===== config.mk =====
export PLATFORM = sky130hd
export DESIGN_NAME = bwo_interp
export DESIGN_NICKNAME = d
export VERILOG_FILES = /design/src/rtl/bwo_pkg.sv /design/src/rtl/bwo_interp.sv
export SDC_FILE = /design/constraint.sdc
export NUM_CORES = 1
export LEC_CHECK = 0
export BUFFER_PORTS_ARGS = -buffer_cell sky130_fd_sc_hd__buf_2
export CORE_MARGIN = 2
export CORE_UTILIZATION = 45
export CTS_BUF_LIST = sky130_fd_sc_hd__clkbuf_16
export DETAILED_ROUTE_END_ITERATION = 6
export GPL_TIMING_DRIVEN = 0
export PLACE_DENSITY = 0.66
export SETUP_SLACK_MARGIN = 0.5
export SYNTH_ARGS = -nofsm -noshare
export SYNTH_HDL_FRONTEND = slang
export SYNTH_SLANG_ARGS = --single-unit

===== constraint.sdc =====
create_clock -name clk_i -period 8.5 [get_ports clk_i]
set_input_delay 1.275 -clock clk_i [delete_from_list [all_inputs] [get_ports clk_i]]
set_output_delay 1.275 -clock clk_i [all_outputs]
set_load 0.02 [all_outputs]

===== src/rtl/bwo_pkg.sv =====
// Shared constants, codes and beat types of the band-limited wavetable oscillator.
package bwo_pkg;

  // Store geometry and number formats
  localparam int TABLE_SAMPLES = 2048;
  localparam int NUM_TABLES    = 16;
  localparam int SAMPLE_BITS   = 16;
  localparam int FRACTION_BITS = 16;

  localparam int ADDR_W  = $clog2(TABLE_SAMPLES);
  localparam int TIDX_W  = $clog2(NUM_TABLES);
  localparam int RAM_AW  = TIDX_W + ADDR_W;
  localparam int PHASE_W = ADDR_W + FRACTION_BITS;
  localparam int THR_W   = 24;
  localparam int NTAB_W  = 5;
  localparam int LEN_W   = 11;
  localparam int CMD_W   = 2;
  localparam int CFG_IDX_W = 2;
  localparam int CFG_W   = 27;

  // Reset values of the configuration registers
  localparam logic [NTAB_W-1:0] NUM_TABLES_RST   = NTAB_W'(1);
  localparam logic [LEN_W-1:0]  TABLE_LENGTH_RST = LEN_W'(2047);

  typedef enum logic [CMD_W-1:0] {
    CMD_TICK      = 2'd0,
    CMD_WR_SAMPLE = 2'd1,
    CMD_WR_THRESH = 2'd2
  } cmd_e;

  typedef enum logic [CFG_IDX_W-1:0] {
    CFG_PHASE_INC  = 2'd0,
    CFG_FREQ_RATIO = 2'd1,
    CFG_NUM_TABLES = 2'd2,
    CFG_TABLE_LEN  = 2'd3
  } cfg_idx_e;

  typedef struct packed {
    cmd_e                     command;
    logic [3:0]               table_number;
    logic [10:0]              sample_address;
    logic signed [15:0]       sample_value;
    logic [23:0]              threshold_value;
  } in_beat_t;

  typedef struct packed {
    logic signed [15:0] sample_out;
    logic [3:0]         table_in_use;
  } out_beat_t;

endpackage


===== src/rtl/bwo_interp.sv =====
// Interpolation pipeline: sample stage, product stage and output register.
module bwo_interp (
  input  logic                              clk_i,
  input  logic                              rst_ni,
  input  logic                              issue_i,
  input  logic [bwo_pkg::FRACTION_BITS-1:0] frac_i,
  input  logic [bwo_pkg::TIDX_W-1:0]        table_i,
  input  logic [bwo_pkg::SAMPLE_BITS-1:0]   rd_data0_i,
  input  logic [bwo_pkg::SAMPLE_BITS-1:0]   rd_data1_i,
  output logic                              ready_o,
  output logic                              out_valid_o,
  input  logic                              out_stall_i,
  output bwo_pkg::out_beat_t                out_beat_o
);
  import bwo_pkg::*;

  localparam int DIFF_W = SAMPLE_BITS + 1;
  localparam int PROD_W = DIFF_W + FRACTION_BITS + 1;
  localparam int SUM_W  = SAMPLE_BITS + FRACTION_BITS + 3;

  logic                     v1_q, v2_q, v3_q;
  logic                     en1, en2, en3;
  logic [FRACTION_BITS-1:0] frac1_q;
  logic [TIDX_W-1:0]        tidx1_q, tidx2_q;
  logic signed [SAMPLE_BITS-1:0] v0_2_q;
  logic signed [PROD_W-1:0] prod_q;
  logic signed [SAMPLE_BITS-1:0] s0, s1;
  logic signed [DIFF_W-1:0] diff;
  logic signed [PROD_W-1:0] prod_d;
  logic signed [SUM_W-1:0]  acc;
  logic signed [SUM_W-1:0]  acc_biased;
  out_beat_t                out_q;

  // Stage enables: a stage moves when the next one is empty or moving
  assign en3     = !v3_q || !out_stall_i;
  assign en2     = !v2_q || en3;
  assign en1     = !v1_q || en2;
  assign ready_o = en1;

  // Difference and fraction product
  assign s0     = $signed(rd_data0_i);
  assign s1     = $signed(rd_data1_i);
  assign diff   = DIFF_W'(s1) - DIFF_W'(s0);
  assign prod_d = $signed({1'b0, frac1_q}) * diff;

  // Sum and truncation toward zero
  assign acc        = (SUM_W'(v0_2_q) <<< FRACTION_BITS) + SUM_W'(prod_q);
  assign acc_biased = acc + (acc[SUM_W-1] ? SUM_W'((1 << FRACTION_BITS) - 1) : SUM_W'(0));

  // Valid bits
  always_ff @(posedge clk_i or negedge rst_ni) begin
    if (!rst_ni) begin
      v1_q <= 1'b0;
      v2_q <= 1'b0;
      v3_q <= 1'b0;
    end else begin
      if (en1) v1_q <= issue_i;
      if (en2) v2_q <= v1_q;
      if (en3) v3_q <= v2_q;
    end
  end

  // Payload stages
  always_ff @(posedge clk_i) begin
    if (issue_i) begin
      frac1_q <= frac_i;
      tidx1_q <= table_i;
    end
    if (en2 && v1_q) begin
      prod_q  <= prod_d;
      v0_2_q  <= s0;
      tidx2_q <= tidx1_q;
    end
    if (en3 && v2_q) begin
      out_q.sample_out   <= acc_biased[FRACTION_BITS+SAMPLE_BITS-1:FRACTION_BITS];
      out_q.table_in_use <= tidx2_q;
    end
  end

  assign out_valid_o = v3_q;
  assign out_beat_o  = out_q;

endmodule


Word level (Yosys, flattened, before mapping)
Index checks and enable logic that the tools add are counted.
{"block": "totals", "register_bits": 97, "out_inout_bits": 22, "word_cells": 24}
{"block": "classes", "mux": 1, "n_reduce_logical": 9, "mul": 1, "addsub": 3}
{"operator": "adder 32 x 34 -> 35 bit", "count": 1}
{"operator": "multiplier 17 x 17 -> 34 bit", "count": 1}
{"operator": "adder 32 x 17 -> 32 bit", "count": 1}
{"operator": "subtractor 16 x 16 -> 17 bit", "count": 1}
{"operator": "2-to-1 mux 16 bit", "count": 1}
{"operator": "zero test 1 bit", "count": 4}
{"operator": "logical OR 1 bit", "count": 3}
{"operator": "logical AND 1 bit", "count": 2}

Longest topological paths before layout
{"block": "depth", "depth_word": 4, "mapped_depth": 32}

Least setup slack after synthesis
OpenSTA, ideal clock, no wires.
{"block": "synth_path", "path_kind": "input -> register", "start": "in rd_data1_i[0] (netlist name)", "end": "reg prod_q[32] (data pin)", "required_time_ns": 8.234, "path_buffers": 1, "arrival_ns": 8.372, "cell_stages": 31, "setup_time_ns": 0.266, "path_slack_ns": -0.138, "path_cell_list": "inv_1 -> ha_1 -> fa_1 -> nor2b_1 -> o21ai_0 -> a21boi_0 -> o21ai_0 -> nor2b_1 -> xnor2_1 -> clkbuf_1 -> nand2_1 -> fa_1 -> inv_1 -> fa_1 -> inv_1 -> fa_1 -> inv_1 -> fa_1 -> fa_1 -> inv_1 -> fa_1 -> inv_1 -> ha_1 -> a21o_1 -> a211oi_1 -> nor2_1 -> o211a_1 -> o311a_1 -> o21ai_0 -> a21boi_0 -> xor2_1"}
{"block": "synth_via", "elab_chain_cells": 2}
{"item": "start, declared", "line_no": "bwo_interp.sv:9", "text": "input logic [bwo_pkg::SAMPLE_BITS-1:0] rd_data1_i,"}
{"item": "subtractor 16 x 16 -> 17 bit", "line_no": "bwo_interp.sv:43", "text": "assign diff = DIFF_W'(s1) - DIFF_W'(s0);"}
{"item": "multiplier 17 x 17 -> 34 bit", "line_no": "bwo_interp.sv:44", "text": "assign prod_d = $signed({1'b0, frac1_q}) * diff;"}
{"item": "via prod_d[32]", "line_no": "bwo_interp.sv:29", "text": "logic signed [PROD_W-1:0] prod_d;"}
{"item": "end signal, assigned", "line_no": "bwo_interp.sv:70", "text": "prod_q <= prod_d;"}
{"item": "end, declared", "line_no": "bwo_interp.sv:26", "text": "logic signed [PROD_W-1:0] prod_q;"}
The timed path passes the listed nets, and every way through them passes these cells.
A chain may end at the register's enable or synchronous reset.

Final worst setup path
Ends and elaborated chain as after synthesis.

==> flow_summary.yaml <==
clock_tree:
  cts_tree: "built"
  clk_pin_slew_worst_paths_ns: 0.08
  clkLatencyLatePin_ns: 0.38
  htree_levels: 3
  cts_buffers: 9
  clockBufferDepth: 2
  cts-root-buf: "clkbuf_16"
  hold_buffers: 0
  cts.sink_count: 97
setup_path:
  r2r_cells: 23
  startpoint_type: "input pin"
  r2r_start: "frac1_q[9]$_DFFE_PP_"
  cpMostUsedCell: "fa_1"
  slowest_delay_ns: 0.55
  crit_path_end_kind: "flip-flop"
  cp.required_ns: 8.61
  regToRegEndpoint: "prod_q[33]$_DFFE_PP_"
  ff2ff_setup_slack_ns: 1.72
  slowest_stage: "fa_1"
  cp.arrival_ns: 8.25
  crit_type: "in -> reg"
  crit_fanout: 7
synthesis:
  synth_seq_cells: 97
  syn-cell-area_mm2: 0.0149
  ys_seq_area_share_pct: 19.5
  post-synth-top-area-fraction_pct: 28.4
  syn_inst: 1543
  synthDistinctLibCells: 75
  synthesis.nets: 1987
  synth-main-ff-cell: "edfxtp_1"
  synth_edf_count: 94
  synth.area.top_cells: "fa_1, edfxtp_1, ha_1"
  ys_warn_count: 0
  async_flop_share_pct: 3.09
  syn_area_per_cell_um2: 9.64
  yosys.area.top_type: "fa_1"
grt:
  grt_pass1_wl_um: 60500
  grt_usage_pct: 22.9
  antenna_found_initial: 3
  grt_pass1_vias: 11600
  grt_max_degree: 38
  grt_remaining_overflow: 0
place:
  gp_congestion: 0.888
  portBuffers: 77
  dpl.hpwl_um: 29700
floorplanning:
  num_rows: 66
  dieArea_mm2: 0.0345
  fp.coreArea_mm2: 0.0325
  pin_count: 78
  die_w_um: 186
  start_util_pct: 45.7
  die_y_um: 186
routing:
  first_pass_iters: 5
  drtIter0Drc: 567
  wl_um: 37900
  antenna_left: 0
  route.detailed.wl_per_inst_um: 17.5
  post_drt_via_cell_ratio: 5.20
  num_vias: 11200
  drc: 0
timing:
  final.setup.tns_ns: 0
  max_freq_mhz: 123
  rsz0062_at_grt: "yes"
  finalSetupViolations: 0
  finalCritPeriodShare_pct: 95.7
  relSlewSlack_pct: 51.6
  finalHoldViolations: 0
  finalClockSkew_ns: 0.0250
  fin_crit_ns: 8.14
  tightest_slew_ns: 0.726
  slew_violations: 0
final_layout:
  ff_latch_area_mm2: 0.00290
  layout_commonest_cell: "inv_1"
  finish.utilization_pct: 54.7
  mostFrequentLayoutCells: "inv_1, fa_1, nand2_1, ha_1, edfxtp_1"
  multi_input_area_mm2: 0.0114
  n_fill_cell: 2850
  drive_above_1_share_pct: 20.3
  area_growth_pct: 19.8
  final_nets: 2157
status:
  status: "complete, no violations"
worst_hold_path:
  worstHoldStart: "tidx1_q[2]$_DFFE_PP_"
  whs_endpoint: "tidx2_q[2]$_DFFE_PP_"
  whs_path_depth: 0
  hp-class: "reg -> reg"
run:
  maxCapViolations: 0
## flip-flops by register name (all words and copies together) (netlist names)
| name | count |
|---|---|
| v1_q | 1 |
| frac1_q | 16 |
| tidx2_q | 4 |
| v0_2_q | 16 |
| prod_q | 34 |
| v2_q | 1 |
| out_valid_o | 1 |
| tidx1_q | 4 |
| out_beat_o | 20 |
## critical path, delay by kind of cell
kind,cells,cell delay [ns]
fa+ha+maj,9,3.70
compound gates,10,1.78
buf+inv,9,0.87
xor+xnor,2,0.33
simple gates,3,0.28
## repair_timing
item | CTS | global route
buffers inserted | 63 | 15
pin swaps | 93 | 42
gates resized for setup | 109 | 54
endpoints found under the setup margin | 21 | 19
gates cloned | 2 | 0
## through the flow
stage	setup slack (ns)	hold WS, ns	cell area [um2]	instances
after CTS	0.352	0.423	17500	2145
final	0.364	0.420	17800	2162
after floorplan	0.387	0.400	15100	1543
after global routing	0.135	0.430	17800	2161
after detailed placement	-1.31	0.408	16100	2064
after global placement	-1.26	0.403	16100	2062
## cell type report
| class | count | area share, % |
|---|---|---|
| well taps | 442 | 3.11 |
| flip-flops and latches | 97 | 16.3 |
| inverters | 314 | 6.69 |
| clock inverters | 7 | 0.576 |
| repair buffers | 159 | 6.62 |
| plain buffers | 43 | 1.62 |
| clock buffers | 9 | 1.26 |
| multi-input cells | 1089 | 63.8 |
| diodes | 2 | 0.0281 |
## synth_stat cells (3+ instances only)
| master | count |
|---|---|
| mux2_2 | 7 |
| inv_1 | 314 |
| xnor2_1 | 47 |
| and2_1 | 72 |
| o21ai_0 | 23 |
| buf_1 | 4 |
| nand2_1 | 196 |
| o21a_1 | 8 |
| clkbuf_1 | 38 |
| fa_1 | 211 |
| nor3_1 | 16 |
| and3_1 | 9 |
| nor2_1 | 47 |
| dfrtp_1 | 3 |
| or3_1 | 6 |
| a211oi_1 | 7 |
| a21oi_1 | 48 |
| a221oi_1 | 3 |
| a21o_1 | 13 |
| o211ai_1 | 6 |
| nor2b_1 | 39 |
| o21bai_1 | 5 |
| xor2_1 | 15 |
| nand4_1 | 5 |
| a31o_2 | 3 |
| edfxtp_1 | 94 |
| a31oi_1 | 3 |
| ha_1 | 177 |
| a211o_1 | 4 |
| a21boi_0 | 3 |
| o2111ai_1 | 3 |
| nand2b_1 | 32 |
| or2_2 | 9 |
| mux2i_1 | 11 |
| nand3_1 | 14 |
## worst max path at each step
stage / slack, ns / from / cells after the start / end
after global routing: 0.14 / rd_data1_i[0] / 29 / prod_q[30]$_DFFE_PP_
after global placement: -1.26 / rd_data0_i[1] / 29 / prod_q[32]$_DFFE_PP_
after CTS: 0.35 / rd_data0_i[1] / 31 / prod_q[30]$_DFFE_PP_
after detailed placement: -1.31 / rd_data0_i[1] / 29 / prod_q[32]$_DFFE_PP_
after floorplan: 0.39 / rd_data1_i[0] / 29 / prod_q[32]$_DFFE_PP_
final: 0.36 / rd_data1_i[0] / 33 / prod_q[32]$_DFFE_PP_
## metal layers
metal	vias to the layer above	wire [um]	global-route usage [%]
li1	5254	-	-
met1	5597	16100	29.9
met4	0	953	7.50
met2	340	18400	39.3
met3	47	2400	3.23
met5	-	0	0
## logic make-up after synthesis
group	Yosys count	share of synthesized area, %
muxes	18	1.27
buffers and inverters	357	9.04
adders and majority gates	388	43.3
AOI/OAI and AO/OA	163	7.92
DFF	97	19.5
and+or+nand+nor	456	15.1
xor gates and xnor gates	64	3.87
Power is left out: the tool's default activity adds up to more than one toggle a clock period on the data nets, which glitch-free logic cannot reach.
