==> config.mk <==
export PLATFORM = sky130hd
export DESIGN_NAME = bwo_table_sel
export DESIGN_NICKNAME = d
export VERILOG_FILES = /design/src/rtl/bwo_pkg.sv /design/src/rtl/bwo_table_sel.sv
export SDC_FILE = /design/constraint.sdc
export NUM_CORES = 1
export LEC_CHECK = 0
export BUFFER_PORTS_ARGS = -buffer_cell sky130_fd_sc_hd__buf_2
export CAP_MARGIN = 25
export CORE_MARGIN = 2
export CORE_UTILIZATION = 40
export DETAILED_ROUTE_END_ITERATION = 8
export PLACE_DENSITY = 0.67
export SYNTH_ARGS = -nofsm -noshare
export SYNTH_HDL_FRONTEND = slang
export SYNTH_SLANG_ARGS = --single-unit
==> constraint.sdc <==
create_clock -name clk_i -period 7.3 [get_ports clk_i]
set_input_delay 0.73 -clock clk_i [delete_from_list [all_inputs] [get_ports clk_i]]
set_output_delay 0.73 -clock clk_i [all_outputs]
set_load 0.05 [all_outputs]
==> src/rtl/bwo_pkg.sv <==
// Shared constants, codes and beat types of the band-limited wavetable oscillator.
package bwo_pkg;

  // Store geometry and number formats
  localparam int TABLE_SAMPLES = 2048;
  localparam int NUM_TABLES    = 16;
  localparam int SAMPLE_BITS   = 16;
  localparam int FRACTION_BITS = 16;

  localparam int ADDR_W  = $clog2(TABLE_SAMPLES);
  localparam int TIDX_W  = $clog2(NUM_TABLES);
  localparam int RAM_AW  = TIDX_W + ADDR_W;
  localparam int PHASE_W = ADDR_W + FRACTION_BITS;
  localparam int THR_W   = 24;
  localparam int NTAB_W  = 5;
  localparam int LEN_W   = 11;
  localparam int CMD_W   = 2;
  localparam int CFG_IDX_W = 2;
  localparam int CFG_W   = 27;

  // Reset values of the configuration registers
  localparam logic [NTAB_W-1:0] NUM_TABLES_RST   = NTAB_W'(1);
  localparam logic [LEN_W-1:0]  TABLE_LENGTH_RST = LEN_W'(2047);

  typedef enum logic [CMD_W-1:0] {
    CMD_TICK      = 2'd0,
    CMD_WR_SAMPLE = 2'd1,
    CMD_WR_THRESH = 2'd2
  } cmd_e;

  typedef enum logic [CFG_IDX_W-1:0] {
    CFG_PHASE_INC  = 2'd0,
    CFG_FREQ_RATIO = 2'd1,
    CFG_NUM_TABLES = 2'd2,
    CFG_TABLE_LEN  = 2'd3
  } cfg_idx_e;

  typedef struct packed {
    cmd_e                     command;
    logic [3:0]               table_number;
    logic [10:0]              sample_address;
    logic signed [15:0]       sample_value;
    logic [23:0]              threshold_value;
  } in_beat_t;

  typedef struct packed {
    logic signed [15:0] sample_out;
    logic [3:0]         table_in_use;
  } out_beat_t;

endpackage

==> src/rtl/bwo_table_sel.sv <==
// Threshold registers and band-limited table choice.
module bwo_table_sel (
  input  logic                          clk_i,
  input  logic                          wr_en_i,
  input  logic [bwo_pkg::TIDX_W-1:0]    wr_table_i,
  input  logic [bwo_pkg::THR_W-1:0]     wr_thresh_i,
  input  logic [bwo_pkg::THR_W-1:0]     freq_ratio_i,
  input  logic [bwo_pkg::NTAB_W-1:0]    num_tables_i,
  output logic [bwo_pkg::TIDX_W-1:0]    table_o
);
  import bwo_pkg::*;

  logic [THR_W-1:0]  thresh_q [NUM_TABLES];
  logic [TIDX_W-1:0] last_idx;
  logic              found;

  // Threshold writes; contents undefined until written
  always_ff @(posedge clk_i) begin
    if (wr_en_i) begin
      thresh_q[wr_table_i] <= wr_thresh_i;
    end
  end

  // Last table in use, count clamped to 1..NUM_TABLES
  always_comb begin
    if (num_tables_i == '0) begin
      last_idx = '0;
    end else if (num_tables_i > NTAB_W'(NUM_TABLES)) begin
      last_idx = TIDX_W'(NUM_TABLES - 1);
    end else begin
      last_idx = TIDX_W'(num_tables_i - NTAB_W'(1));
    end
  end

  // First table whose threshold exceeds the ratio, capped at the last one
  always_comb begin
    table_o = last_idx;
    found   = 1'b0;
    for (int k = 0; k < NUM_TABLES; k++) begin
      if (!found && (TIDX_W'(k) < last_idx) && (freq_ratio_i < thresh_q[k])) begin
        table_o = TIDX_W'(k);
        found   = 1'b1;
      end
    end
  end

endmodule

# [Yosys cells after proc, flatten, opt, wreduce, memory -nomap -nowiden]
# Memory sizes are Yosys's and may differ from the RTL's.
# Cells that the tools add are included.
[totals] ff_bits=0 ram_bits=384 input_bits=59 out_inout_bits=4 mem_count=1
[mem_list] memory="thresh_q" words=16 width=24 rd=16 rd_clocked_by_memory_dff=0 wr=1 line_no="bwo_table_sel.sv:13" text="logic [THR_W-1:0] thresh_q [NUM_TABLES];"
[classes] addsub=1 n_lt_le_gt_ge=33 n_mux=35 n_reduce_logical=47
[op_table] op="$lt A24 B24 Y1" n=16
[op_table] op="$mux W4" n=18
[op_table] op="$lt A4 B4 Y1 const A" n=8
[op_table] op="$logic_and A1 B1 Y1" n=31
[op_table] op="$mux W1" n=17
[op_table] op="$lt A3 B4 Y1 const A" n=4
[op_table] op="$logic_not A1 Y1" n=15
[op_table] op="$lt A1 B4 Y1 const A" n=2
[op_table] op="$lt A2 B4 Y1 const A" n=2
[op_table] op="$gt A5 B5 Y1 const B" n=1
[op_table] op="$logic_not A5 Y1" n=1
[op_table] op="$sub A4 B1 Y4 const B" n=1

# [Longest topological paths before layout]
[depth] ltp_word=66 ltp_mapped=12 ltp_nobuf=11

# [Worst setup path before layout]
# No wires, ideal clock.
[synth_timing] path_type="input port to output port" start="input port num_tables_i[0] (netlist bit)" end="output port table_o[1] (netlist bit)" t_arrival_ns=3.483 t_required_ns=6.570 setup_slack_ns=3.087 cell_stages=11 n_path_buf=0 path_cell_list="inv_1 > ha_1 > or2b_1 > a211oi_1 > nor3_1 > nor2_1 > a2111oi_0 > nor2_1 > nand4b_1 > nor2_1 > o211ai_1"
[synth_between] elab_chain_len=66 word_cells_on_any_way=98 classes_between="1 x add/sub; 17 x order compare; 33 x mux; 47 x reduce/logical"
[synth_lines] item="start: declaration" line_no="bwo_table_sel.sv:8" text="input logic [bwo_pkg::NTAB_W-1:0] num_tables_i,"
[synth_lines] item="$sub A4 B1 Y4 or $gt A5 B5 Y1 (tied branches)" line_no="bwo_table_sel.sv:31, bwo_table_sel.sv:28"
[synth_lines] item="$mux W4" line_no="bwo_table_sel.sv:28" text="end else if (num_tables_i > NTAB_W'(NUM_TABLES)) begin"
[synth_lines] item="$mux W4 *" line_no="bwo_table_sel.sv:26" text="if (num_tables_i == '0) begin"
[synth_lines] item="$lt A1 B4 Y1" line_no="bwo_table_sel.sv:40" text="if (!found && (TIDX_W'(k) < last_idx) && (freq_ratio_i < thresh_q[k])) begin"
[synth_lines] item="$logic_and A1 B1 Y1" line_no="bwo_table_sel.sv:40"
[synth_lines] item="$mux W1" line_no="bwo_table_sel.sv:40"
[synth_lines] item="$logic_not A1 Y1" line_no="bwo_table_sel.sv:40"
[synth_lines] item="$logic_and A1 B1 Y1 (2 in series)" line_no="bwo_table_sel.sv:40"
[synth_lines] item="[... 46 more ...]"
[synth_lines] item="$logic_and A1 B1 Y1 (2 in series)" line_no="bwo_table_sel.sv:40"
[synth_lines] item="$mux W1" line_no="bwo_table_sel.sv:40"
[synth_lines] item="$logic_not A1 Y1" line_no="bwo_table_sel.sv:40"
[synth_lines] item="$logic_and A1 B1 Y1 (2 in series)" line_no="bwo_table_sel.sv:40"
[synth_lines] item="$mux W1" line_no="bwo_table_sel.sv:40"
[synth_lines] item="$logic_not A1 Y1" line_no="bwo_table_sel.sv:40"
[synth_lines] item="$logic_and A1 B1 Y1 (2 in series)" line_no="bwo_table_sel.sv:40"
[synth_lines] item="$mux W4 *" line_no="bwo_table_sel.sv:40"
[synth_lines] item="end: declaration" line_no="bwo_table_sel.sv:9" text="output logic [bwo_pkg::TIDX_W-1:0] table_o"
# Mark *: on every way between the ends. The rest lies on a longest branch, timed or not.

# [Worst setup path in the final report]
[layout_timing] start="input port freq_ratio_i[19] (netlist bit)" end="output port table_o[1] (netlist bit)"
[layout_between] elab_chain_len=63 word_cells_on_any_way=93 classes_between="16 x order compare; 31 x mux; 46 x reduce/logical"
[layout_lines] item="start: declaration" line_no="bwo_table_sel.sv:7" text="input logic [bwo_pkg::THR_W-1:0] freq_ratio_i,"
[layout_lines] item="$lt A24 B24 Y1" line_no="bwo_table_sel.sv:40"
[layout_lines] item="$logic_and A1 B1 Y1" line_no="bwo_table_sel.sv:40"
[layout_lines] item="$mux W1" line_no="bwo_table_sel.sv:40"
[layout_lines] item="$logic_not A1 Y1" line_no="bwo_table_sel.sv:40"
[layout_lines] item="$logic_and A1 B1 Y1 (2 in series)" line_no="bwo_table_sel.sv:40"
[layout_lines] item="$mux W1" line_no="bwo_table_sel.sv:40"
[layout_lines] item="$logic_not A1 Y1" line_no="bwo_table_sel.sv:40"
[layout_lines] item="$logic_and A1 B1 Y1 (2 in series)" line_no="bwo_table_sel.sv:40"
[layout_lines] item="[... 42 more ...]"
[layout_lines] item="$logic_and A1 B1 Y1 (2 in series)" line_no="bwo_table_sel.sv:40"
[layout_lines] item="$mux W1" line_no="bwo_table_sel.sv:40"
[layout_lines] item="$logic_not A1 Y1" line_no="bwo_table_sel.sv:40"
[layout_lines] item="$logic_and A1 B1 Y1 (2 in series)" line_no="bwo_table_sel.sv:40"
[layout_lines] item="$mux W1" line_no="bwo_table_sel.sv:40"
[layout_lines] item="$logic_not A1 Y1" line_no="bwo_table_sel.sv:40"
[layout_lines] item="$logic_and A1 B1 Y1 (2 in series)" line_no="bwo_table_sel.sv:40"
[layout_lines] item="$mux W4 *" line_no="bwo_table_sel.sv:40"
# Marks and branches as above.

==> summary.txt <==
Global routing
  – Maximum number of pins on one net before global-route repair: 25
  – Global routing met2 resource utilization: 35.5%
  – Via count of the first global-routing pass: 13.4k
  – Global-route met3 utilization: 2.94%
  – Total gr overflow: 0
  – First-pass GRT wire length: between 70 and 80 mm
  – Initial antenna violation count: 1
  – Global-route total usage across every layer: 20.2%
  – M1 GR Usage: about a quarter
  – Peak-usage layer in the global routing report: met2

Final layout
  – Core occupancy in the finished layout: 45.9%
  – FF/Latch Area: roughly 11,000 µm²
  – Share of layout cells above drive strength 1: ~8.8%
  – P&R area growth vs syn: 12.6%
  – Number of flip-flops in the largest register: 360
  – Post-Layout Inst Area: around 23,000 µm²
  – Biggest registers after layout: thresh_q x360
  – Number of fill cells in the layout: 4,447
  – Final net count: 2,207
  – Largest register by flop count: thresh_q
  – Final Instance Count excl. Fillers: 2,499
  – # diodes: 0
  – Multi-input combinational cell area: 7890 µm²

Place
  – Standard cell area after detailed placement: 21,300 µm²
  – RD Place Congestion: 0.899
  – Detail Placement HPWL: between 30 and 40 mm
  – DP Cell Count: 2,422
  – Count of buffers inserted at the top-level ports: 62

Setup path
  – Crit Path Category: in2out
  – Data arrival time of the worst path: about 4300 ps
  – Worst setup path startpoint: freq_ratio_i[19]
  – Maximum single-stage delay on the critical path: 490 ps
  – Nature of the critical path startpoint: primary input
  – Req. time, crit path: 6570 ps
  – CP cell instances: buf_2 > ha_1 > a211oi_1 > o211ai_1 > a221oi_1 > o211ai_1 > nor2_1 > nor3_1 > o31a_1 > or4bb_1 > o211ai_1 > buf_2
  – Critical path's most frequent cell: sky130_fd_sc_hd__o211ai_1
  – Critical path buffer and inverter count: 2
  – Critical path capture point type: output pin
  – Kind of cell adding the most delay to the critical path: compound AO/OA/AOI/OAI gates
  – Max FO, Critical Path: 15
  – Slowest stage cell, crit path: sky130_fd_sc_hd__or4bb_1

Clock tree
  – TritonCTS clock tree: done
  – H-tree levels: 2
  – Clock tree root buffer cell: sky130_fd_sc_hd__clkbuf_16
  – Number of cells upsized or downsized after cts: 0
  – Post-CTS setup-driven buffer insertion count: 0
  – Clock Sinks: 360
  – Inserted Clock Buffers: between 40 and 50
  – Maximum buffer depth of the clock tree: 3
  – Number of hold-repair buffers added at the cts stage: 0
  – Clock input transition at the sequential cells of the worst setup and hold paths: ~50 ps

Floorplanning
  – I/O pin count: 63
  – Die Outline Area: 51,800 µm²
  – Core region area: 49,200 µm²
  – Die H: 228 µm
  – Row count: 81
  – Chip width: 228 µm
  – Initial cell density of the core: 40.7%

Yosys
  – Combinational family with the most area after synthesis: adder cells
  – Library cells used by synthesis: between 60 and 70
  – Cell accounting for the most synthesized area: sky130_fd_sc_hd__edfxtp_1
  – Simple-gate portion of the synthesized area: 7.11%
  – Area fraction in compound gates after synthesis: between 10 and 15%
  – Fraction of the mapped netlist area in adder cells: 21.7%
  – Share of synthesized area spent on multiplexers: less than 1%
  – Sequential cell area fraction in the yosys report: 54.0%
  – Per-instance average area after synthesis: 11.9 µm²
  – Number of register bits inferred by synthesis: 360
  – Post-synthesis instance area: about 20,000 µm²
  – Net Count, Synth: about 2.1k
  – Count of flip-flops with a built-in enable after synthesis: between 300 and 400
  – Number of cells produced by synthesis: 1,685
  – Area share of the largest cell type after synthesis: 54.0%
  – Share of synthesized registers carrying an async set or reset: 0%
  – Xor-xnor portion of the synthesized cell area: 0.0438%
  – Most frequently used flop master after synthesis: sky130_fd_sc_hd__edfxtp_1
  – Yosys synthesis warning count: 0
  – Main area contributors after synthesis: sky130_fd_sc_hd__edfxtp_1 (54%), sky130_fd_sc_hd__ha_1 (22%), sky130_fd_sc_hd__inv_1 (6.7%), sky130_fd_sc_hd__a21oi_1 (2.8%), sky130_fd_sc_hd__o21ai_0 (1.8%)

Job
  – Maxcap violations: 0

Route
  – Vias per Instance: approximately 5.3
  – Average routed wire per standard cell: 20.3 µm
  – Number of DRC violations after detailed routing: 0
  – Wirelength, routed: 50.8 mm
  – DRT iter0 DRCs: ~940
  – Number of optimization iterations in the first detailed-route pass: 8
  – Vias post-DR: 13.3k
  – Remaining antenna violation count after routing: 0

Power
  – Worst VDD drop: about 0.17 mV
  – Pleak: 0.00990 µW
  – PwrDens: 210 nW/µm²

STA
  – Final cycle utilization of the critical path: 68.3%
  – Final critical-path required period: 4990 ps
  – Max frequency: roughly 200 MHz
  – Count of final setup violators: 0
  – Max-slew violation count: 0
  – Pin slew with the least headroom to its limit: around 950 ps
  – Hold violation total from the final report: 0
  – Setup repair after global routing missed its margin: false
  – Fin Hold WS: 579 ps
  – Setup total negative slack: 0 ps
  – Remaining max-slew budget at the tightest pin: between 30% and 40%

Hold path
  – Min-delay worst type: in2reg
  – Startpoint of the most critical hold path: wr_thresh_i[2]

Outcome
  – Result of the run: completed
routing by layer:
layer  vias to the layer above  part of all wire, %
li1                       6337                    -
met1                      6534                   42
met2                       335                   49
met3                       101                  5.2
met4                         0                  3.6
met5                         -                    0
report_power, final:
group | internal (µW) | switching (µW)
combinational | 160 | 319
clock | 1100 | 840
sequential | 2320 | 8.81
total | 3580 | 1170
cell families after synthesis:
group,Yosys count
AO/OA/AOI/OAI,327
XOR/XNOR,1
adder cells (fa/ha/maj),347
buffers and inverters,362
flip-flops,360
multiplexers,1
AND/OR/NAND/NOR,287
synthesized netlist by cell type (4+ instances only):
| master | number |
|---|---|
| sky130_fd_sc_hd__o31ai_1 | 4 |
| sky130_fd_sc_hd__o21bai_1 | 4 |
| sky130_fd_sc_hd__o2111ai_1 | 7 |
| sky130_fd_sc_hd__o21ai_0 | 73 |
| sky130_fd_sc_hd__a211oi_1 | 26 |
| sky130_fd_sc_hd__nor2b_1 | 10 |
| sky130_fd_sc_hd__nand3_1 | 23 |
| sky130_fd_sc_hd__o21a_1 | 11 |
| sky130_fd_sc_hd__a31oi_1 | 16 |
| sky130_fd_sc_hd__a21oi_1 | 113 |
| sky130_fd_sc_hd__a2111oi_0 | 11 |
| sky130_fd_sc_hd__nand4_1 | 38 |
| sky130_fd_sc_hd__a211o_1 | 5 |
| sky130_fd_sc_hd__a21o_1 | 20 |
| sky130_fd_sc_hd__nor3_1 | 27 |
| sky130_fd_sc_hd__inv_1 | 357 |
| sky130_fd_sc_hd__ha_1 | 346 |
| sky130_fd_sc_hd__nand2b_1 | 16 |
| sky130_fd_sc_hd__nor2_1 | 62 |
| sky130_fd_sc_hd__o211ai_1 | 11 |
| sky130_fd_sc_hd__nand2_1 | 80 |
| sky130_fd_sc_hd__edfxtp_1 | 360 |
worst paths after layout:
path,to,slack [ps],depth (start not counted)
setup / recovery,table_o[1],2310,12
hold / removal,thresh_q[0][2]$_DFFE_PP_,580,1
through the flow:
step | total power, µW | setup slack [ps]
finish | 4740 | 2310
global route | 4920 | 2100
CTS | 4790 | 2410
detailed placement | 2850 | 2410
global placement | 2830 | 2130
floorplan | 2630 | 3090
final cells by class:
| cell class | instances | area share (%) |
|---|---|---|
| Clock buffer | 52 | 4.83 |
| Clock inverter | 25 | 0.727 |
| Inverter | 357 | 5.94 |
| Multi-Input combinational cell | 963 | 35.0 |
| Sequential cell | 360 | 47.9 |
| Tap cell | 664 | 3.68 |
| Timing Repair Buffer | 78 | 1.89 |
cell usage in the layout, fill, tap and decap left out, drive strengths merged, types with 3 or more instances in the layout:
| master | n |
|---|---|
| edfxtp | 360 |
| inv | 360 |
| ha | 346 |
| a21oi | 113 |
| nand2 | 80 |
| buf | 78 |
| o21ai | 74 |
| nor2 | 62 |
| clkbuf | 52 |
| nand4 | 38 |
| nor3 | 27 |
| a211oi | 26 |
| nand3 | 23 |
| a21o | 20 |
| clkinv | 20 |
| a31oi | 17 |
| nand2b | 16 |
| o211ai | 12 |
| o21a | 11 |
| a2111oi | 11 |
| nor2b | 10 |
| o2111ai | 8 |
| a211o | 5 |
| o31ai | 4 |
| o21bai | 4 |
| a2111o | 3 |
| or3 | 3 |
| o31a | 3 |
| or4 | 3 |
| nand4b | 3 |
| nor4 | 3 |
| a221o | 3 |
| or3b | 3 |
No activity file was read; power rests on OpenSTA's default activity.
