==> src/rtl/bwo_pkg.sv <==
// Shared constants, codes and beat types of the band-limited wavetable oscillator.
package bwo_pkg;

  // Store geometry and number formats
  localparam int TABLE_SAMPLES = 2048;
  localparam int NUM_TABLES    = 16;
  localparam int SAMPLE_BITS   = 16;
  localparam int FRACTION_BITS = 16;

  localparam int ADDR_W  = $clog2(TABLE_SAMPLES);
  localparam int TIDX_W  = $clog2(NUM_TABLES);
  localparam int RAM_AW  = TIDX_W + ADDR_W;
  localparam int PHASE_W = ADDR_W + FRACTION_BITS;
  localparam int THR_W   = 24;
  localparam int NTAB_W  = 5;
  localparam int LEN_W   = 11;
  localparam int CMD_W   = 2;
  localparam int CFG_IDX_W = 2;
  localparam int CFG_W   = 27;

  // Reset values of the configuration registers
  localparam logic [NTAB_W-1:0] NUM_TABLES_RST   = NTAB_W'(1);
  localparam logic [LEN_W-1:0]  TABLE_LENGTH_RST = LEN_W'(2047);

  typedef enum logic [CMD_W-1:0] {
    CMD_TICK      = 2'd0,
    CMD_WR_SAMPLE = 2'd1,
    CMD_WR_THRESH = 2'd2
  } cmd_e;

  typedef enum logic [CFG_IDX_W-1:0] {
    CFG_PHASE_INC  = 2'd0,
    CFG_FREQ_RATIO = 2'd1,
    CFG_NUM_TABLES = 2'd2,
    CFG_TABLE_LEN  = 2'd3
  } cfg_idx_e;

  typedef struct packed {
    cmd_e                     command;
    logic [3:0]               table_number;
    logic [10:0]              sample_address;
    logic signed [15:0]       sample_value;
    logic [23:0]              threshold_value;
  } in_beat_t;

  typedef struct packed {
    logic signed [15:0] sample_out;
    logic [3:0]         table_in_use;
  } out_beat_t;

endpackage

==> src/rtl/bwo_phase.sv <==
// Phase accumulator with wrap and clamp, and read position generation.
module bwo_phase (
  input  logic                          clk_i,
  input  logic                          rst_ni,
  input  logic                          tick_i,
  input  logic [bwo_pkg::PHASE_W-1:0]   phase_inc_i,
  input  logic [bwo_pkg::LEN_W-1:0]     table_length_i,
  output logic [bwo_pkg::ADDR_W-1:0]    idx0_o,
  output logic [bwo_pkg::ADDR_W-1:0]    idx1_o,
  output logic [bwo_pkg::FRACTION_BITS-1:0] frac_o
);
  import bwo_pkg::*;

  logic [PHASE_W-1:0] phase_q, phase_d;
  logic [LEN_W-1:0]   len_eff;
  logic [PHASE_W-1:0] limit;
  logic [PHASE_W-1:0] limit_m1;
  logic [PHASE_W-1:0] read_pos;
  logic [PHASE_W:0]   sum;
  logic [PHASE_W+1:0] over1;
  logic [PHASE_W+1:0] over2;

  // Effective length, zero read as one
  assign len_eff  = (table_length_i == '0) ? LEN_W'(1) : table_length_i;
  assign limit    = {ADDR_W'(len_eff), FRACTION_BITS'(0)};
  assign limit_m1 = limit - PHASE_W'(1);

  // Read position clamped below the length
  assign read_pos = (phase_q >= limit) ? limit_m1 : phase_q;
  assign idx0_o   = read_pos[PHASE_W-1:FRACTION_BITS];
  assign idx1_o   = idx0_o + ADDR_W'(1);
  assign frac_o   = read_pos[FRACTION_BITS-1:0];

  // Next phase: sum, sum minus length, sum minus twice the length in parallel
  assign sum   = {1'b0, phase_q} + {1'b0, phase_inc_i};
  assign over1 = {1'b0, sum} - {2'b0, limit};
  assign over2 = {1'b0, sum} - {1'b0, limit, 1'b0};

  always_comb begin
    if (over1[PHASE_W+1]) begin
      phase_d = sum[PHASE_W-1:0];
    end else if (over2[PHASE_W+1]) begin
      phase_d = over1[PHASE_W-1:0];
    end else begin
      phase_d = limit_m1;
    end
  end

  always_ff @(posedge clk_i or negedge rst_ni) begin
    if (!rst_ni) begin
      phase_q <= '0;
    end else if (tick_i) begin
      phase_q <= phase_d;
    end
  end

endmodule

==> config.mk <==
export PLATFORM = sky130hd
export DESIGN_NAME = bwo_phase
export DESIGN_NICKNAME = d
export VERILOG_FILES = /design/src/rtl/bwo_pkg.sv /design/src/rtl/bwo_phase.sv
export SDC_FILE = /design/constraint.sdc
export NUM_CORES = 1
export LEC_CHECK = 0
export BUFFER_PORTS_ARGS = -buffer_cell sky130_fd_sc_hd__buf_4
export CAP_MARGIN = 5
export CORE_MARGIN = 1
export CORE_UTILIZATION = 50
export CTS_BUF_LIST = sky130_fd_sc_hd__clkbuf_2 sky130_fd_sc_hd__clkbuf_4 sky130_fd_sc_hd__clkbuf_8
export CTS_CLUSTER_DIAMETER = 200
export DETAILED_ROUTE_END_ITERATION = 6
export GPL_TIMING_DRIVEN = 0
export PLACE_DENSITY = 0.76
export RECOVER_POWER = 100
export REMOVE_ABC_BUFFERS = 1
export SETUP_SLACK_MARGIN = 0.3
export SLEW_MARGIN = 30
export SYNTH_ARGS = -nofsm -noshare
export SYNTH_HDL_FRONTEND = slang
export SYNTH_SLANG_ARGS = --single-unit
==> constraint.sdc <==
create_clock -name clk_i -period 4.5 [get_ports clk_i]
set_input_delay 0.45 -clock clk_i [delete_from_list [all_inputs] [get_ports clk_i]]
set_output_delay 0.45 -clock clk_i [all_outputs]
set_load 0.05 [all_outputs]
## After elaboration in Yosys (flattened, before gate mapping)

Cells that the tools add are included.

- Register bits after elaboration: 27
- Input port bits: 41
- Output and inout port bits: 38

- Add/subtract/negate cells: 5
- Magnitude comparators: 1
- Multiplexer cells: 4
- Reduce and logical (&&, ||, !) cells: 1

Operators by type and width:

| operator | number |
|---|---|
| $mux 27 | 3 |
| $sub 28x27->29 | 1 |
| $sub 28x28->29 | 1 |
| $add 27x27->28 | 1 |
| $ge 27x27->1 | 1 |
| $sub 27x1->27 const B | 1 |
| $add 11x1->11 const B | 1 |
| $logic_not 11->1 | 1 |
| $mux 11 | 1 |

## Logic depth before layout (Yosys ltp)

Gate-level depths: netlist (run 1).

- Word-level depth: 5
- Mapped depth: 20
- Gate-level depth less buffers: 20

## Least setup slack after synthesis (run 1)

No wires, ideal clock.

- Path kind: in2out
- From: input port table_length_i[7] in the netlist's numbering
- To: output port idx1_o[6] in the netlist's numbering
- Arrival: 5.684 ns
- Required time: 4.050 ns
- Path slack: -1.634 ns
- Stages on the path: 19
- Cell sequence: or4_4 nor4_4 a21o_4 ha_1 nand4_1 nor3_1 o21ai_0 o211ai_1 clkbuf_1 clkbuf_1 clkbuf_1 nor2_1 a21oi_1 inv_1 ha_1 nand4_1 mux2_2 nor2_1 xor2_1

- Cells in the longest elaborated chain, start to end: 5
- Elaborated cells between the ends (all ways): 6

Ends and longest elaborated chain:

| item | RTL line | text |
|---|---|---|
| start, declared | bwo_phase.sv:7 | `input logic [bwo_pkg::LEN_W-1:0] table_length_i,` |
| $logic_not 11->1 | bwo_phase.sv:24 | `assign len_eff = (table_length_i == '0) ? LEN_W'(1) : table_length_i;` |
| $mux 11 (*) | bwo_phase.sv:24 |  |
| $sub 27x1->27 or $ge 27x27->1 (tied branches) | bwo_phase.sv:26, bwo_phase.sv:29 |  |
| $mux 27 (*) | bwo_phase.sv:29 | `assign read_pos = (phase_q >= limit) ? limit_m1 : phase_q;` |
| net idx0_o (one bit) | bwo_phase.sv:8 | `output logic [bwo_pkg::ADDR_W-1:0] idx0_o,` |
| $add 11x1->11 (*) | bwo_phase.sv:31 | `assign idx1_o = idx0_o + ADDR_W'(1);` |
| end, declared | bwo_phase.sv:9 | `output logic [bwo_pkg::ADDR_W-1:0] idx1_o,` |

The timed path passes the listed nets; every way through them passes the cells marked *.

## Worst setup path after layout (run 1)

- From: input port table_length_i[4] in the netlist's numbering
- To: output port idx1_o[10] in the netlist's numbering

- Cells in the longest elaborated chain, start to end: 5
- Elaborated cells between the ends (all ways): 6

Ends and longest elaborated chain:

| item | RTL line |
|---|---|
| $logic_not 11->1 | bwo_phase.sv:24 |
| $mux 11 (*) | bwo_phase.sv:24 |
| $sub 27x1->27 or $ge 27x27->1 (tied branches) | bwo_phase.sv:26, bwo_phase.sv:29 |
| $mux 27 (*) | bwo_phase.sv:29 |
| $add 11x1->11 (*) | bwo_phase.sv:31 |

Mark *: on every way between the ends. The rest lies on a longest branch, timed or not.

==> results of run 1 <==
==> path summary, 6_finish.rpt <==
kind                                        start     endpoint  slack, ns
worst max-delay path            table_length_i[4]   idx1_o[10]      -0.27
worst min-delay path               phase_inc_i[0]   phase_q[0]       0.49
worst max register to register         phase_q[4]  phase_q[21]      -0.10
worst min register to register        phase_q[13]  phase_q[13]       0.59
max in group asynchronous                  rst_ni  phase_q[21]       2.71
min in group asynchronous                  rst_ni  phase_q[11]       0.60
==> layout by cell type, fill, tap and decap left out, drive strengths merged, types with 3 or more instances in the layout <==
master	instances
xor2	15
nand4	13
nand3	24
buf	153
o21a	14
ha	61
mux2	14
a211oi	9
nor2	35
and3	8
o211ai	7
a221o	8
nand2b	7
a21oi	36
a21o	9
nor2b	7
o221ai	4
mux2i	11
o22ai	3
nor3	10
nor3b	3
inv	38
xnor2	26
a2111oi	3
a31oi	4
nand2	29
o21ai	27
or2	18
o31ai	3
o21bai	5
o22a	14
clkbuf	5
dfrtp	27
or3	4
nor4	9
==> layer usage <==
layer  GRT usage  vias up  routed length (um)  part of all wire
li1            -     2331                   -                 -
met1       0.406     2616                7100              0.37
met2       0.564      426                8820              0.46
met3      0.0482      146                1960              0.10
met4       0.146        0                1270             0.066
met5           0        -                   0                 0
==> worst reg2reg max path, cell delays in order (launching register included) <==
cell	delay (ns)
dfrtp_1	0.47
ha_4	0.30
a21oi_4	0.14
nand2_2	0.09
o211ai_1	0.35
nand3_2	0.18
buf_6	0.16
a31o_4	0.25
and4_1	0.20
or3_4	0.40
ha_4	0.20
a2111oi_4	0.21
o21ai_1	0.12
o21ai_1	0.14
o21ai_2	0.13
a21oi_4	0.21
buf_12	0.16
buf_12	0.11
mux2_4	0.31
a221o_1	0.36
==> stage by stage <==
step | setup TNS (ns) | cell area, um2
6_report | -0.694 | 6690
2_1_floorplan | -12.49 | 4300
5_1_grt | -1.97 | 6690
4_1_cts | -0.182 | 5960
3_3_place_gp | -53.06 | 5010
3_5_place_dp | -41.46 | 5040
==> cell type report <==
type / count / area [um2] / share of cell area
multi-input combinational: 464 / 4320 / 0.645
timing repair buffer: 155 / 1370 / 0.204
sequential: 27 / 682 / 0.102
inverter: 37 / 141 / 0.0211
tap: 105 / 131 / 0.0196
clock buffer: 3 / 41.3 / 0.00618
clock inverter: 1 / 8.76 / 0.00131
==> logic make-up after synthesis <==
| logic type | Yosys count |
|---|---|
| buffers and inverters | 57 |
| multiplexers | 25 |
| XOR/XNOR | 41 |
| AO/OA/AOI/OAI | 159 |
| AND/OR/NAND/NOR | 176 |
| flip-flops | 27 |
| adder cells (fa/ha/maj) | 63 |
==> timing repair <==
action	CTS	global route
cloned	1	0
endpoints found under the setup margin	48	50
setup buffers	42	30
pin swaps	28	60
gates resized for setup	104	105
==> metrics.md, run 1 <==
| Metric | Value |
|---|---|
| Slew HR | `-0.207` |
| CP max stage delay | `0.56 ns` |
| Register area share after synthesis | `0.154` |
| Largest net degree at the start of global routing | `33` |
| WP depth | `20` |
| Crit path launch type | `input pin` |
| Hold Crit Class | `in -> reg` |
| Library cells used by synthesis | `61` |
| Die X | `95.7 um` |
| Clock Skews | `approximately 0.020 ns` |
| Final period utilization | `1.06` |
| Worst reg-to-reg path cell count | `19` |
| Min setup slack post-route | `-0.268 ns` |
| All-Layer GR Usage | `0.328` |
| Synthesized-area fraction occupied by and/or/nand/nor cells | `0.214` |
| Die Ht | `95.7 um` |
| Top reg by flops | `phase_q` |
| Via count | `between 5000 and 6000` |
| GPL Wtd Cong | `~0.9` |
| NumNets Final | `792` |
| Clock Tree Root | `clkbuf_8` |
| First-pass GRT wire length | `roughly 23000 um` |
| Synth Area in Compound Gates | `0.252` |
| Violated checks | `capacitance limit, slew limit, setup timing` |
| Area contributors post-synth | `ha_1 17%, dfrtp_1 15%, xnor2_1 5.2%, a21oi_1 4.0%, mux2_2 3.3%` |
| Num CTS Buffers | `3` |
| RSZ-0062 raised after global routing | `yes` |
| Initial antenna violation count | `0` |
| Worst Path Required | `4.05 ns` |
| Min cycle time layout | `4.77 ns` |
| Setup Crit Path Kind | `in -> out` |
| Drt first pass iters | `6` |
| CTS Sinks | `27` |
| Final setup violation count | `6` |
| Cell accounting for the most synthesized area | `ha_1` |
| Commonest cells post-synth | `61 x ha_1, 37 x inv_1, 35 x a21oi_1, 35 x nor2_1, 29 x nand2_1` |
| Clk slew on worst S/H paths | `0.14 ns` |
| Starting Density | `0.527` |
| Core area | `roughly 8300 um2` |
| Adder and majority cell fraction of the synthesized area | `0.183` |
| Number of synthesized flops with an enable pin | `0` |
| Fill cells | `449` |
| Largest family of logic cells by synthesized area | `compound AO/OA/AOI/OAI gates` |
| Final Hold Fails | `0` |
| Non-Filler Instances | `792` |
| Critical-path cell list | `buf_8 -> or4_4 -> nor4_4 -> a21o_4 -> ha_4 -> nand4_1 -> nor3_2 -> o21ai_2 -> o211ai_1 -> buf_4 -> buf_8 -> buf_8 -> nor2_1 -> a21oi_4 -> ha_4 -> nand4_1 -> mux2_4 -> nor3_4 -> xor2_1 -> buf_4` |
| Slowest cell on crit path | `or4_4` |
| Number of flip-flops under the largest register name | `27` |
| PortBufs | `78` |
| WL final | `~19000 um` |
| Avg Inst Size Synth | `between 8 and 9 um2` |
| # DRC | `0` |
| # IOs | `79` |
| Final hold slack | `0.491 ns` |
| Crit-path leading delay family | `simple AND/OR/NAND/NOR gates` |
| CTS H-tree lvls | `1` |
| Placed Cells incl. Taps | `a little over 700` |
| Post-Syn Instances | `548` |
| Post-Synth XOR/XNOR Area | `0.0818` |
| Die Area | `9160 um2` |
| Fmax | `0.210 GHz` |
| Initial drt markers | `about 580` |
| Vias in the first global route | `~4800` |
| Synth async-reset ratio | `1.00` |
| Top-area cell type share of the netlist area | `0.174` |
| #FFs+latches synth | `27` |
| Most used DFF post-synth | `dfrtp_1` |
| # rows | `33` |
| # hold bufs at CTS | `0` |
| Detail Placement HPWL | `10000 um` |
| Most used cell, CP | `buf_8` |
| Congestion Overflow GR | `0` |
| Count leader, synth | `ha_1` |
| Synth Cell Area | `between 4000 and 5000 um2` |
| Run status | `finished with violations` |
| DR WL/cell | `24.2 um` |
| Worst-Margin Slew | `about 1.8 ns` |
| Worst Path Max Fanout | `6` |
| Number of buffers and inverters on the critical path | `5` |
| Share of layout cells above drive strength 1 | `0.447` |
| Antenna Nets Post-Route | `0` |
| Worst path arrival time | `4.32 ns` |
| N_diodes | `0` |
| Area Overhead vs Synth | `52.3%` |
| Max-capacitance violation count | `1` |
| Clk_lat worst skew | `0.31 ns` |
| Yosys Warn Count | `0` |
| CTS Buffer Depth | `2` |
| Slew Viols, Final | `28` |
| CTS tree | `done` |
| Biggest registers after layout | `phase_q x27` |
| Worst Setup End Kind | `primary output` |
| Drt via density | `around 7.0` |
| DP Worst Slack | `-1.69 ns` |
| Fin util | `0.802` |
| Worst Hold Depth | `3` |
| Post-synthesis mux area share | `0.0618` |
Power of run 1 is not shown: default switching activity piles up to over one toggle a cycle in this logic, so the estimate is an artifact.
==> run 2: changes to the inputs <==
--- a/config.mk
+++ b/config.mk
@@ -15,7 +15,6 @@
 export GPL_TIMING_DRIVEN = 0
 export PLACE_DENSITY = 0.76
 export RECOVER_POWER = 100
-export REMOVE_ABC_BUFFERS = 1
 export SETUP_SLACK_MARGIN = 0.3
 export SLEW_MARGIN = 30
 export SYNTH_ARGS = -nofsm -noshare
==> run 2 against run 1 <==
Effect of this change:
- the run still ends with capacitance limit, slew limit, setup timing left
- global-route usage is 1.8 points lower
- hold slack gained 0.012 ns
- sequential cell count stayed put
- maximum frequency is 4.0% higher
- non-clock buffer count down 6
- critical path type unchanged
- highest routed layer unchanged
==> metrics.md, run 2 (same netlist as run 1, synthesis figures left out) <==
| Metric | Value |
|---|---|
| Die Ht | `95.7 um (unchanged)` |
| PortBufs | `78 (unchanged)` |
| Hold Crit Class | `in -> reg` |
| Leading cell types in the layout, fill and taps excluded | `105 x buf_4, 44 x ha_1, 33 x inv_1` |
| Final Hold Fails | `0 (unchanged)` |
| Non-Filler Instances | `786 (-0.76%)` |
| Run status | `finished with violations` |
| Vias in the first global route | `4671 (-2.4%)` |
| Area Overhead vs Synth | `46.2%` |
| Via count | `5006 (-9.3%)` |
| Core area | `8340 um2 (unchanged)` |
| Min setup slack post-route | `-0.0872 ns (+0.181 ns)` |
| Final setup violation count | `4 (-2)` |
| Placed Cells incl. Taps | `731 (+2.2%)` |
| Slew HR | `-0.121 (+0.0857)` |
| # IOs | `79 (unchanged)` |
| Clk_lat worst skew | `0.31 ns (about the same)` |
| Drt via density | `6.37 (-8.6%)` |
| Max-capacitance violation count | `1 (unchanged)` |
| Antenna Nets Post-Route | `0 (unchanged)` |
| Fmax | `0.218 GHz (+4.0%)` |
| Final period utilization | `1.02 (-0.0403)` |
| N_diodes | `0 (unchanged)` |
| CTS Buffer Depth | `2 (unchanged)` |
| Starting Density | `0.527 (unchanged)` |
| Commonest non-fill, non-tap cell in the layout | `buf_4` |
| Final hold slack | `0.503 ns (+0.0124 ns)` |
| Worst Path Required | `4.05 ns (about the same)` |
| Min cycle time layout | `4.59 ns (-0.181 ns)` |
| Share of layout cells above drive strength 1 | `0.391 (-0.0563)` |
| CTS H-tree lvls | `1 (unchanged)` |
| Die Area | `9160 um2 (unchanged)` |
| NumNets Final | `786 (-0.76%)` |
| # rows | `33 (unchanged)` |
| Initial drt markers | `328 (-44%)` |
| Clock Skews | `0.0135 ns (-0.00619 ns)` |
| Worst-Margin Slew | `1.68 ns (-0.129 ns)` |
| Slew Viols, Final | `28 (unchanged)` |
| Die X | `95.7 um (unchanged)` |
| First-pass GRT wire length | `22100 um (-4.7%)` |
| Setup Crit Path Kind | `in -> out` |
| Clk slew on worst S/H paths | `0.13 ns (about the same)` |
| Initial antenna violation count | `0 (unchanged)` |
| Fin util | `0.770 (-0.0321)` |
| Detail Placement HPWL | `10500 um (+4.9%)` |
| CTS tree | `done` |
| DR WL/cell | `19.6 um (-19%)` |
| # hold bufs at CTS | `0 (unchanged)` |
| Biggest registers after layout | `phase_q x27` |
| Num CTS Buffers | `3 (unchanged)` |
| Largest net degree at the start of global routing | `28 (-15%)` |
| Worst Setup End Kind | `primary output` |
| Violated checks | `capacitance limit, slew limit, setup timing` |
| Congestion Overflow GR | `0 (unchanged)` |
| RSZ-0062 raised after global routing | `yes` |
| All-Layer GR Usage | `0.310 (-0.0184)` |
| Worst Path Max Fanout | `9 (+3)` |
| Drt first pass iters | `5 (-1)` |
| WL final | `15400 um (-20%)` |
| Mapped Nets | `652` |
| Worst path arrival time | `4.14 ns (-0.18 ns)` |
| TNS Setup | `-0.210 ns (+0.485 ns)` |
| # DRC | `0 (unchanged)` |
| GPL Wtd Cong | `0.922 (+2.1%)` |
| Clock Tree Root | `clkbuf_8` |
| Number of flip-flops under the largest register name | `27 (unchanged)` |
| Top reg by flops | `phase_q` |
| CTS Sinks | `27 (unchanged)` |
| Crit path launch type | `input pin` |
[run 2: layer usage]
| layer | global-route usage | share of wire | vias up |
|---|---|---|---|
| li1 | - | - | 2309 |
| met1 | 0.408 | 0.41 | 2420 |
| met2 | 0.527 | 0.49 | 238 |
| met3 | 0.0324 | 0.068 | 39 |
| met4 | 0.102 | 0.027 | 0 |
| met5 | 0 | 0 | - |
[run 2: critical path, stage by stage]
cell,delay (ns)
buf_8,0.10
or4_4,0.54
nor4_4,0.35
a21o_4,0.20
ha_4,0.12
nand4_1,0.08
nor3_2,0.19
o21ai_2,0.10
o211ai_1,0.13
clkbuf_8,0.19
clkbuf_16,0.13
clkbuf_16,0.12
buf_4,0.15
a21oi_4,0.07
clkinvlp_4,0.09
ha_4,0.16
nand4_1,0.10
mux2_4,0.34
nor3_4,0.20
xor2_4,0.16
buf_6,0.17
[run 2: metrics by stage]
step | setup slack, ns | area (um2)
after floorplan | -0.335 | 4690
after global placement | -0.575 | 5410
after detailed placement | -0.619 | 5410
after CTS | -0.0789 | 6030
after global routing | -0.185 | 6420
final | -0.0872 | 6420
[run 2: worst paths after layout]
check,from,end,slack [ns],depth (start not counted)
setup / recovery,table_length_i[7],idx1_o[10],-0.09,21
hold / removal,phase_inc_i[0],phase_q[0],0.50,3
setup reg to reg,phase_q[1],phase_q[26],-0.02,17
hold reg to reg,phase_q[12],phase_q[12],0.59,1
max in group asynchronous,rst_ni,phase_q[21],2.85,1
min in group asynchronous,rst_ni,phase_q[11],0.54,1
[run 2: repair_timing]
item / CTS / global route
cloned: 1 / 0
gates resized for setup: 71 / 60
buffers inserted: 35 / 15
pin swaps: 51 / 32
endpoints found under the setup margin: 35 / 33
[run 2: final cells by class]
class	instances	area (um2)
flip-flops and latches	27	678
fillers	577	1920
repair buffers	129	998
well taps	105	131
clock buffers	3	41.3
plain buffers	20	179
clock inverters	1	8.76
inverters	37	143
multi-input cells	464	4240
Power of run 2 is left out for the same reason.
